### config.mk
export PLATFORM = sky130hd
export DESIGN_NAME = tss_div_pipe
export DESIGN_NICKNAME = d
export VERILOG_FILES = /design/src/rtl/tss_pkg.sv /design/src/rtl/tss_div_pipe.sv
export SDC_FILE = /design/constraint.sdc
export NUM_CORES = 1
export LEC_CHECK = 0
export BUFFER_PORTS_ARGS = -buffer_cell sky130_fd_sc_hd__buf_2
export CORE_MARGIN = 4
export CORE_UTILIZATION = 57
export DETAILED_ROUTE_END_ITERATION = 7
export PLACE_DENSITY = 0.8
export SYNTH_ARGS = -nofsm -noshare
export SYNTH_HDL_FRONTEND = slang
export SYNTH_SLANG_ARGS = --single-unit
### constraint.sdc
create_clock -name i_clk -period 3 [get_ports i_clk]
set_input_delay 0.3 -clock i_clk [delete_from_list [all_inputs] [get_ports i_clk]]
set_output_delay 0.3 -clock i_clk [all_outputs]
set_load 0.05 [all_outputs]
### src/rtl/tss_pkg.sv
`default_nettype none
// ----------------------------------------------------------------------------
// tss_pkg
// Shared widths and types for the triangle scanline span pipeline.
// ----------------------------------------------------------------------------
package tss_pkg;

    localparam int COORD_BITS = 12;
    localparam int LEN_BITS   = COORD_BITS + 1;
    localparam int NUM_BITS   = 2 * COORD_BITS;
    localparam int EXT_BITS   = COORD_BITS + 2;
    localparam int DIV_STAGES = COORD_BITS;
    localparam int COLOR_BITS = 32;

    // One edge of the triangle: start and end vertex
    typedef struct packed {
        logic [COORD_BITS-1:0] xs;
        logic [COORD_BITS-1:0] ys;
        logic [COORD_BITS-1:0] xe;
        logic [COORD_BITS-1:0] ye;
    } t_edge;

    // Sideband that travels next to the dividers
    typedef struct packed {
        logic                  on;
        logic                  flat;
        logic [COORD_BITS-1:0] flat_lo;
        logic [COORD_BITS-1:0] flat_hi;
        logic [COORD_BITS-1:0] xs_a;
        logic [COORD_BITS-1:0] xs_b;
        logic                  neg_a;
        logic                  neg_b;
        logic [COLOR_BITS-1:0] color;
    } t_side;

endpackage
`default_nettype wire

### src/rtl/tss_div_pipe.sv
`default_nettype none
// ----------------------------------------------------------------------------
// tss_div_pipe
// Pipelined restoring divider, one quotient bit per stage. The quotient is
// known to fit in COORD_BITS bits.
// ----------------------------------------------------------------------------
module tss_div_pipe (
    input  wire logic                           i_clk,
    input  wire logic                           i_en,
    input  wire logic [tss_pkg::NUM_BITS-1:0]   i_num,
    input  wire logic [tss_pkg::COORD_BITS-1:0] i_den,
    output logic      [tss_pkg::COORD_BITS-1:0] o_quo
);
    import tss_pkg::*;

    logic [NUM_BITS-1:0]   s_rem [0:DIV_STAGES];
    logic [COORD_BITS-1:0] s_den [0:DIV_STAGES];
    logic [COORD_BITS-1:0] s_quo [0:DIV_STAGES];

    assign s_rem[0] = i_num;
    assign s_den[0] = i_den;
    assign s_quo[0] = '0;

    for (genvar k = 0; k < DIV_STAGES; k++) begin : g_stage
        localparam int BIT = DIV_STAGES - 1 - k;
        logic [NUM_BITS-1:0]   w_trial;
        logic                  w_ge;
        logic [NUM_BITS-1:0]   r_rem;
        logic [COORD_BITS-1:0] r_den;
        logic [COORD_BITS-1:0] r_quo;

        // Try the shifted divisor against the remainder
        assign w_trial = NUM_BITS'(s_den[k]) << BIT;
        assign w_ge    = (s_rem[k] >= w_trial);

        // Advance one quotient bit
        always_ff @(posedge i_clk) begin
            if (i_en) begin
                r_rem <= w_ge ? (s_rem[k] - w_trial) : s_rem[k];
                r_den <= s_den[k];
                r_quo <= s_quo[k] | (COORD_BITS'(w_ge) << BIT);
            end
        end

        assign s_rem[k+1] = r_rem;
        assign s_den[k+1] = r_den;
        assign s_quo[k+1] = r_quo;
    end

    assign o_quo = s_quo[DIV_STAGES];

endmodule
`default_nettype wire

==> run metrics, run 1 <==
sequential cell area=between 10000 and 15000 µm²; pin count of the biggest net entering global routing=slightly above 90; Slew Limit Fails=0; worst path buffer plus inverter count=2; drc violations=0; Cell Chain, Critical Path=ha_4 > or4_4 > or4_4 > or3_4 > a211oi_2 > and2_4 > buf_6 > inv_8 > nand4_1 > xnor2_1; commonest non-fill, non-tap cells in the layout=edfxtp_1, inv_1, ha_1, a21oi_1, nor2_1; Clock Root Buffer=clkbuf_16; minimum clock period=roughly 3 ns; Mapped Nets=~2100; crit path DAT=between 3 and 4 ns; initial antenna violation count=1; Yosys reg bits=about 470; Critical-path top delay cell=or4_4; Layout Skew=between 0.015 and 0.02 ns; vias in the first global route=approximately 17000; post-synthesis sequential area ratio=between 50% and 60%; largest area contributor in the netlist=edfxtp_1; Final nets=2306; DP HPWL=32.8 mm; CP required=about 3.3 ns; layout cell share with drive strength beyond 1=between 10% and 20%; outcome=complete, but fails checks; Fill cells=roughly 2800; CP max FO=13; Final Setup Violations=1; leakage=approximately 11 nW; power per cell area=857 nW/µm²; Initial Utilization=roughly three fifths; Synth Instances=between 1500 and 2000; type of element capturing the critical path=flop; TritonCTS Buffers=48; Vias/cell=slightly below 6; Slew HR=56.8%; Rows=74; CTS max path bufs=3; DP Cell Count=~2600; clk slew on worst S/H paths=0.06 ns; vias=~16000; GPL Wtd Cong=roughly 0.91; Hold WS=approximately 0.071 ns; Ports=50; max-cap violation count=0; unrepaired setup endpoints after global routing=yes; TNS Setup=-0.0335 ns; Die Y-Extent=213 µm; area occupied by multi-input gates=slightly above 9000 µm²; worst skew pair latency=0.58 ns; die width=213 µm; Yosys Warn Count=0; drt wl/cell=17.8 µm; Post-DP Area=around 25000 µm²; kind of critical path=flop to flop; clk sinks=474; Iter 0 DRT Violations=between 1000 and 1500; cell mode on critical path=or4_4; # H-tree levels=2; total grt overflow=0; hold crit path type=input pin to flop; slowest stage delay, CP=a little over 0.5 ns; mapped cell area=roughly 24000 µm²; Worst Tran Pin Value=0.642 ns; core region area=just over 40000 µm²; top_reg_cell synth=edfxtp_1; Area contributors post-synth=edfxtp_1, ha_1, a21oi_1; number of synthesized flops with an enable pin=around 470; area grow syn2layout=14.4%; die area=approximately 45000 µm²; ys async rst share=0%; remaining antenna violation count=0; share of the synthesized area in the top cell type=approximately three fifths; Final WS setup=-0.0335 ns; Peak Freq=around 330 MHz; worst vdd ir=around 600 µV; Place WS=-0.271 ns; Final Hold Fails=0; Final Cell Area=approximately 27000 µm²; final non-filler cell total=between 2000 and 3000; Final period util=101%; final WL=47.7 mm; TritonCTS clock tree=yes; CP startpoint kind=flop; first-pass GRT wire length=just under 80 mm; Avg Cell Area, Syn=~12 µm²; GRT Overall Usage=roughly a fifth; most common cell after layout, fill and taps aside=edfxtp_1; Pre-Repair DR Iteration Count=6; I/O Buffers=49; family with the most delay on the worst path=simple AND/OR/NAND/NOR gates; Distinct cells, synth=70; failing checks=setup timing
path summary, 6_finish.rpt:
kind	slack [ns]	cells past startpoint	to	from
max reg2reg	-0.03	10	g_stage[10].r_rem[14]$_DFFE_PP_	g_stage[9].r_rem[12]$_DFFE_PP_
max	-0.03	10	g_stage[10].r_rem[14]$_DFFE_PP_	g_stage[9].r_rem[12]$_DFFE_PP_
min	0.07	2	g_stage[0].r_rem[18]$_DFFE_PP_	i_num[18]
min reg2reg	0.41	0	g_stage[7].r_quo[8]$_DFFE_PP_	g_stage[6].r_quo[8]$_DFFE_PP_
Yosys cell counts (all sizes together), types with 24 or more instances:
| cell type | number |
|---|---|
| o21ai | 100 |
| a21o | 41 |
| mux2 | 31 |
| a21oi | 142 |
| xor2 | 72 |
| inv | 183 |
| nor3 | 38 |
| ha | 144 |
| xnor2 | 75 |
| nand2 | 107 |
| clkbuf | 29 |
| nor4 | 26 |
| edfxtp | 474 |
| nor2 | 129 |
| nand3 | 28 |
| o21a | 24 |
| nor2b | 25 |
registers in the layout, summed over array words and instances (netlist names):
signal / flops
g_stage.r_rem: 264
g_stage.r_quo: 66
o_quo: 12
g_stage.r_den: 132
power by group:
| part | switching, mW | total [mW] | leakage [nW] | internal, mW |
|---|---|---|---|---|
| registers | 0.805 | 9.92 | 4.56 | 9.12 |
| clock network | 2.46 | 6.12 | 0.782 | 3.67 |
| logic | 4.12 | 7.50 | 5.29 | 3.37 |
routing by layer:
metal	vias to the layer above	track usage (%)	part of all wire (%)
li1	7569	-	-
met1	7562	19.5	34
met2	509	42.7	56
met3	183	2.87	3.6
met4	0	11.9	5.8
met5	-	0	0
metrics by stage:
step           power [mW]  utilization, %
4_1_cts              23.3            66.1
6_report             23.5            66.7
2_1_floorplan        15.1               -
3_3_place_gp         16.7            61.5
3_5_place_dp         17.1            61.5
5_1_grt              24.8            66.7
cell type report:
class                           instances  area share (%)
Timing Repair Buffer                  146            4.12
Inverter                              183            2.53
Antenna cell                            1         0.00911
Sequential cell                       474            51.8
Tap cell                              532            2.42
Clock inverter                         29            1.32
Multi-Input combinational cell       1260            33.3
Clock buffer                           54            4.53
repair_timing:
action,4_1_cts,5_1_grt
hold endpoints to repair,23,0
buffers inserted,3,7
hold buffers,23,0
endpoints found under the setup margin,45,64
pin swaps,5,14
gates resized for setup,17,37
cell families (layout without fill, tap and decap cells):
group	after synthesis	count (layout)	synth area share (%)
xor gates and xnor gates	147	147	5.36
muxes	32	32	1.50
other	0	1	0
adders and majority gates	155	155	8.42
DFF	474	474	59.3
buffers and inverters	217	412	3.51
and+or+nand+nor	495	495	10.7
AOI/OAI and AO/OA	431	431	11.2
(Power assumes the default switching activity.)
==> inputs of run 2 (changes only) <==
PLACE_DENSITY = default   (was 0.8)
PLACE_DENSITY_LB_ADDON = 0.15   (was default)
==> run metrics, run 2 (synthesized netlist as in run 1, its figures left out) <==
vias=15400 (was 15800); Worst Tran Pin Value=0.604 ns (was 0.642 ns); TritonCTS Buffers=48 (unchanged); leakage=10.6 nW (about the same); n_diodes=0 (was 1); Slew HR=59.3% (was 56.8%); hold crit path type=input pin to flop (unchanged); Final Hold Fails=0 (unchanged); # H-tree levels=2 (unchanged); Hold WS=0.0696 ns (was 0.0711 ns); Clk pwr share=26.0% (about the same); PnR Total Power=23.2 mW (was 23.5 mW); logic gate share of total power=31.2% (was 31.8%); TNS Setup=0 ns (was -0.0335 ns); max FFs per register=264 (unchanged); Final period util=98.8% (was 101%); worst skew pair latency=0.58 ns (about the same); initial antenna violation count=0 (was 1); Psw=7.15 mW (was 7.39 mW); Clock Root Buffer=clkbuf_16 (unchanged); Cell Chain, Critical Path=ha_2 > or4_4 > or4_4 > or3_4 > a211oi_4 > and2_4 > buf_6 > nor3_2 > xor2_1 (was ha_4 > or4_4 > or4_4 > or3_4 > a211oi_2 > and2_4 > buf_6 > inv_8 > nand4_1 > xnor2_1); Critical-path top delay cell=or4_4 (unchanged); CP required=3.33 ns (was 3.32 ns); crit path DAT=3.29 ns (was 3.35 ns); layout cell share with drive strength beyond 1=12.9% (was 13.8%); unrepaired setup endpoints after global routing=yes (unchanged); Vias/cell=5.77 (was 5.91); total grt overflow=0 (unchanged); sequential power share=42.8% (was 42.2%); area grow syn2layout=14.1% (was 14.4%); Initial Utilization=58.3% (unchanged); minimum clock period=2.96 ns (was 3.03 ns); type of element capturing the critical path=flop (unchanged); CP startpoint kind=flop (unchanged); commonest non-fill, non-tap cells in the layout=edfxtp_1, inv_1, ha_1, a21oi_1, nor2_1 (unchanged); max-cap violation count=0 (unchanged); DP HPWL=33.3 mm (was 32.8 mm); r2r setup slk=0.04 ns (was -0.03 ns); remaining antenna violation count=0 (unchanged); final WL=46.0 mm (was 47.7 mm); Ports=50 (unchanged); outcome=completed (was complete, but fails checks); Die Y-Extent=213 µm (unchanged); CP max FO=7 (was 13); core region area=41200 µm² (unchanged); die width=213 µm (unchanged); I/O Buffers=49 (unchanged); Final Cell Area=27400 µm² (was 27500 µm²); Largest regs=g_stage.r_rem (264), g_stage.r_den (132), g_stage.r_quo (66) (unchanged); first-pass GRT wire length=75.3 mm (was 77.3 mm); pin count of the biggest net entering global routing=120 (was 93); clk sinks=474 (unchanged); Internal=16.1 mW (was 16.2 mW); Peak Freq=337 MHz (was 330 MHz); TritonCTS clock tree=yes (unchanged); family with the most delay on the worst path=simple AND/OR/NAND/NOR gates (unchanged); slowest stage delay, CP=0.48 ns (was 0.51 ns); cell mode on critical path=or4_4 (unchanged); Final Setup Violations=0 (was 1); CTS max path bufs=3 (unchanged); GRT Overall Usage=20.5% (was 20.9%); kind of critical path=flop to flop (unchanged); Fill cells=2895 (was 2770); power per cell area=848 nW/µm² (was 857 nW/µm²); Iter 0 DRT Violations=959 (was 1193); Rows=74 (unchanged); Slew Limit Fails=0 (unchanged); most common cell after layout, fill and taps aside=edfxtp_1 (unchanged); drc violations=0 (unchanged); worst path buffer plus inverter count=1 (was 2); Pre-Repair DR Iteration Count=6 (unchanged); Post-DP Area=25300 µm² (about the same); Layout Skew=0.0199 ns (was 0.0181 ns); Largest Register=g_stage.r_rem (unchanged); die area=45500 µm² (unchanged); GPL Wtd Cong=0.910 (was 0.912); vias in the first global route=15800 (was 16600); worst vdd ir=584 µV (was 602 µV); switch share=30.8% (was 31.4%); drt wl/cell=17.2 µm (was 17.8 µm); clk slew on worst S/H paths=0.06 ns (about the same); Final nets=2297 (was 2306)
run 2: cell types whose count changed in the layout (fill, tap and decap cells not counted), sizes merged:
| cell | previous run | this run |
|---|---|---|
| buf | 123 | 114 |
| clkbuf | 54 | 63 |
| inv | 186 | 183 |
| clkinvlp | 4 | 2 |
| bufinv | 8 | 7 |
| clkinv | 14 | 13 |
| diode | 1 | 0 |
run 2: final cells by class:
| cell class | count | area [µm²] | share of cell area, % |
|---|---|---|---|
| repair buffers | 137 | 1090 | 3.98 |
| well taps | 532 | 666 | 2.43 |
| flip-flops and latches | 474 | 14200 | 52.0 |
| inverters | 183 | 689 | 2.52 |
| multi-input cells | 1260 | 9100 | 33.2 |
| clock buffers | 63 | 1300 | 4.75 |
| clock inverters | 22 | 300 | 1.10 |
run 2: final timing paths:
kind / depth (start not counted) / endpoint / start
min reg2reg: 0 / g_stage[6].r_quo[8]$_DFFE_PP_ / g_stage[5].r_quo[8]$_DFFE_PP_
min: 2 / g_stage[0].r_rem[13]$_DFFE_PP_ / i_num[13]
max: 9 / g_stage[10].r_rem[19]$_DFFE_PP_ / g_stage[9].r_rem[12]$_DFFE_PP_
max reg2reg: 9 / g_stage[10].r_rem[19]$_DFFE_PP_ / g_stage[9].r_rem[12]$_DFFE_PP_
run 2: routing by layer:
| layer | global-route usage [%] | share of wire [%] | vias to the layer above |
|---|---|---|---|
| met2 | 41.1 | 57 | 333 |
| met4 | 9.87 | 4.7 | 0 |
| met1 | 20.2 | 35 | 7380 |
| met5 | 0 | 0 | - |
| li1 | - | - | 7556 |
| met3 | 3.36 | 3.3 | 141 |
run 2: worst reg2reg max path: cells and delay by family, from the launching register on:
family | cells | cell delay [ns]
AO/OA/AOI/OAI | 1 | 0.24
XOR/XNOR | 1 | 0.16
adder cells (fa/ha/maj) | 1 | 0.19
buffers and inverters | 1 | 0.12
flip-flops | 1 | 0.39
AND/OR/NAND/NOR | 5 | 1.61
run 2: power by group through the flow:
stage | registers (mW) | clock network (mW) | logic, mW
2_1_floorplan | 9.78 | 0 | 5.33
5_1_grt | 10.1 | 6.49 | 8.06
4_1_cts | 9.93 | 6.17 | 7.09
3_3_place_gp | 10.0 | 0 | 6.76
3_5_place_dp | 10.1 | 0 | 6.97
6_report | 9.94 | 6.05 | 7.24
run 2: metrics by stage:
| stage | utilization [%] | std cells | worst slack [ns] |
|---|---|---|---|
| 2_1_floorplan | - | 1951 | 0.0323 |
| 3_3_place_gp | 61.5 | 2560 | -0.213 |
| 3_5_place_dp | 61.5 | 2560 | -0.198 |
| 4_1_cts | 66.1 | 2668 | 0.0107 |
| 5_1_grt | 66.5 | 2671 | -0.0665 |
| 6_report | 66.5 | 2671 | 0.0370 |
run 2: timing repair:
item                                   CTS  global route
resized for setup                       16            27
setup endpoints to repair               36            74
pin swaps                                3            17
setup buffers                            0             3
endpoints found under the hold margin   23             0
hold buffers                            23             0
==> inputs of run 3 (changes only) <==
CORE_UTILIZATION = 50   (was 57)
==> run metrics, run 3 (synthesized netlist as in run 1, its figures left out) <==
outcome=completed (unchanged); initial antenna violation count=0 (unchanged); I/O Buffers=49 (unchanged); CTS max path bufs=3 (unchanged); die width=227 µm (was 213 µm); minimum clock period=2.97 ns (was 2.96 ns); Fill cells=3779 (was 2895); Initial Utilization=50.4% (was 58.3%); max FFs per register=264 (unchanged); power per cell area=852 nW/µm² (was 848 nW/µm²); Clock Root Buffer=clkbuf_16 (unchanged); Final Hold Fails=0 (unchanged); vias=15400 (about the same); die area=51600 µm² (was 45500 µm²); hold crit path type=input pin to flop (unchanged); CP required=3.34 ns (was 3.33 ns); commonest non-fill, non-tap cells in the layout=edfxtp_1, inv_1, ha_1, a21oi_1, nor2_1 (unchanged); layout cell share with drive strength beyond 1=14.0% (was 12.9%); Die Y-Extent=227 µm (was 213 µm); unrepaired setup endpoints after global routing=yes (unchanged); leakage=10.7 nW (was 10.6 nW); CP startpoint kind=flop (unchanged); GPL Wtd Cong=0.872 (was 0.910); Final Util=58.4% (was 66.5%); CP max FO=14 (was 7); Slew HR=51.0% (was 59.3%); worst vdd ir=506 µV (was 584 µV); max-cap violation count=0 (unchanged); total grt overflow=0 (unchanged); Iter 0 DRT Violations=716 (was 959); clk slew on worst S/H paths=0.06 ns (about the same); core region area=47600 µm² (was 41200 µm²); clk sinks=474 (unchanged); TritonCTS Buffers=50 (was 48); area grow syn2layout=16.0% (was 14.1%); TritonCTS clock tree=yes (unchanged); # H-tree levels=2 (unchanged); n_diodes=0 (unchanged); Layout Skew=0.0245 ns (was 0.0199 ns); Worst Tran Pin Value=0.735 ns (was 0.604 ns); Ports=50 (unchanged); Largest Register=g_stage.r_rem (unchanged); pin count of the biggest net entering global routing=76 (was 120); drc violations=0 (unchanged); Final period util=98.8% (about the same); GRT Overall Usage=18.2% (was 20.5%); Final nets=2315 (was 2297); crit path DAT=3.30 ns (was 3.29 ns); Hold WS=0.0678 ns (was 0.0696 ns); most common cell after layout, fill and taps aside=edfxtp_1 (unchanged); Peak Freq=337 MHz (about the same); Largest regs=g_stage.r_rem (264), g_stage.r_den (132), g_stage.r_quo (66) (unchanged); vias in the first global route=15900 (was 15800); Final Setup Violations=0 (unchanged); kind of critical path=flop to flop (unchanged); Slew Limit Fails=0 (unchanged); worst skew pair latency=0.59 ns (was 0.58 ns); Vias/cell=5.55 (was 5.77); type of element capturing the critical path=flop (unchanged); Pre-Repair DR Iteration Count=5 (was 6); Rows=80 (was 74); drt wl/cell=17.0 µm (was 17.2 µm); final WL=47.2 mm (was 46.0 mm); remaining antenna violation count=0 (unchanged); DP HPWL=34.6 mm (was 33.3 mm); first-pass GRT wire length=75.5 mm (was 75.3 mm)
run 3: cell count changes in the layout (fill, tap and decap cells not counted), sizes merged:
| cell | previous run | this run |
|---|---|---|
| buf | 114 | 128 |
| clkinv | 13 | 18 |
| bufinv | 7 | 9 |
| clkbuf | 63 | 61 |
| clkinvlp | 2 | 4 |
| and2 | 6 | 7 |
| inv | 183 | 184 |
run 3: layer usage:
layer | wire (µm) | GRT usage (%) | part of all wire, %
met1 | 16500 | 16.9 | 35
met5 | 0 | 0 | 0
met2 | 27100 | 37.5 | 57
met3 | 1340 | 2.64 | 2.8
met4 | 2190 | 9.70 | 4.6
run 3: through the flow:
step	instances	area, µm²	setup WS [ns]	total power [mW]	TNS (ns)
2_1_floorplan	1951	24000	0.0323	15.1	0
3_3_place_gp	2657	25600	-0.269	16.9	-0.940
3_5_place_dp	2657	25600	-0.303	17.2	-2.10
4_1_cts	2772	27600	0.000218	23.7	0
5_1_grt	2777	27800	-0.0640	25.1	-0.331
6_report	2777	27800	0.0346	23.7	0
run 3: repair_timing:
item	4_1_cts	5_1_grt
cloned	0	2
buffers inserted	0	3
gates resized for setup	14	42
setup endpoints to repair	31	65
pin swaps	4	17
endpoints found under the hold margin	23	0
hold buffers	23	0
run 3: critical path, stage by stage (launching register included):
cell,delay (ns)
edfxtp_1,0.39
ha_2,0.20
or4_4,0.53
or4_4,0.43
or3_4,0.42
a211oi_4,0.19
and2_4,0.28
inv_8,0.08
nand4_1,0.12
xnor2_1,0.07
run 3: path summary, 6_finish.rpt:
path | startpoint | to | slack (ns) | depth (start not counted)
setup / recovery | g_stage[9].r_rem[12]$_DFFE_PP_ | g_stage[10].r_rem[18]$_DFFE_PP_ | 0.03 | 9
setup reg to reg | g_stage[9].r_rem[12]$_DFFE_PP_ | g_stage[10].r_rem[18]$_DFFE_PP_ | 0.03 | 9
hold reg to reg | g_stage[5].r_quo[7]$_DFFE_PP_ | g_stage[6].r_quo[7]$_DFFE_PP_ | 0.40 | 0
hold / removal | i_num[15] | g_stage[0].r_rem[15]$_DFFE_PP_ | 0.07 | 2
run 3: layout make-up:
class                           count  area, µm²  area share [%]
Clock buffer                       60       1310            4.71
Timing Repair Buffer              152       1240            4.46
Tap cell                          615        769            2.76
Sequential cell                   474      14200            51.1
Clock inverter                     32        408            1.47
Multi-Input combinational cell   1261       9180            33.0
Inverter                          183        694            2.50
run 3: power breakdown:
part	internal [mW]	total (mW)	switching (mW)
sequential	9.12	9.95	0.826
clock	3.89	6.39	2.50
combinational	3.39	7.39	4.00
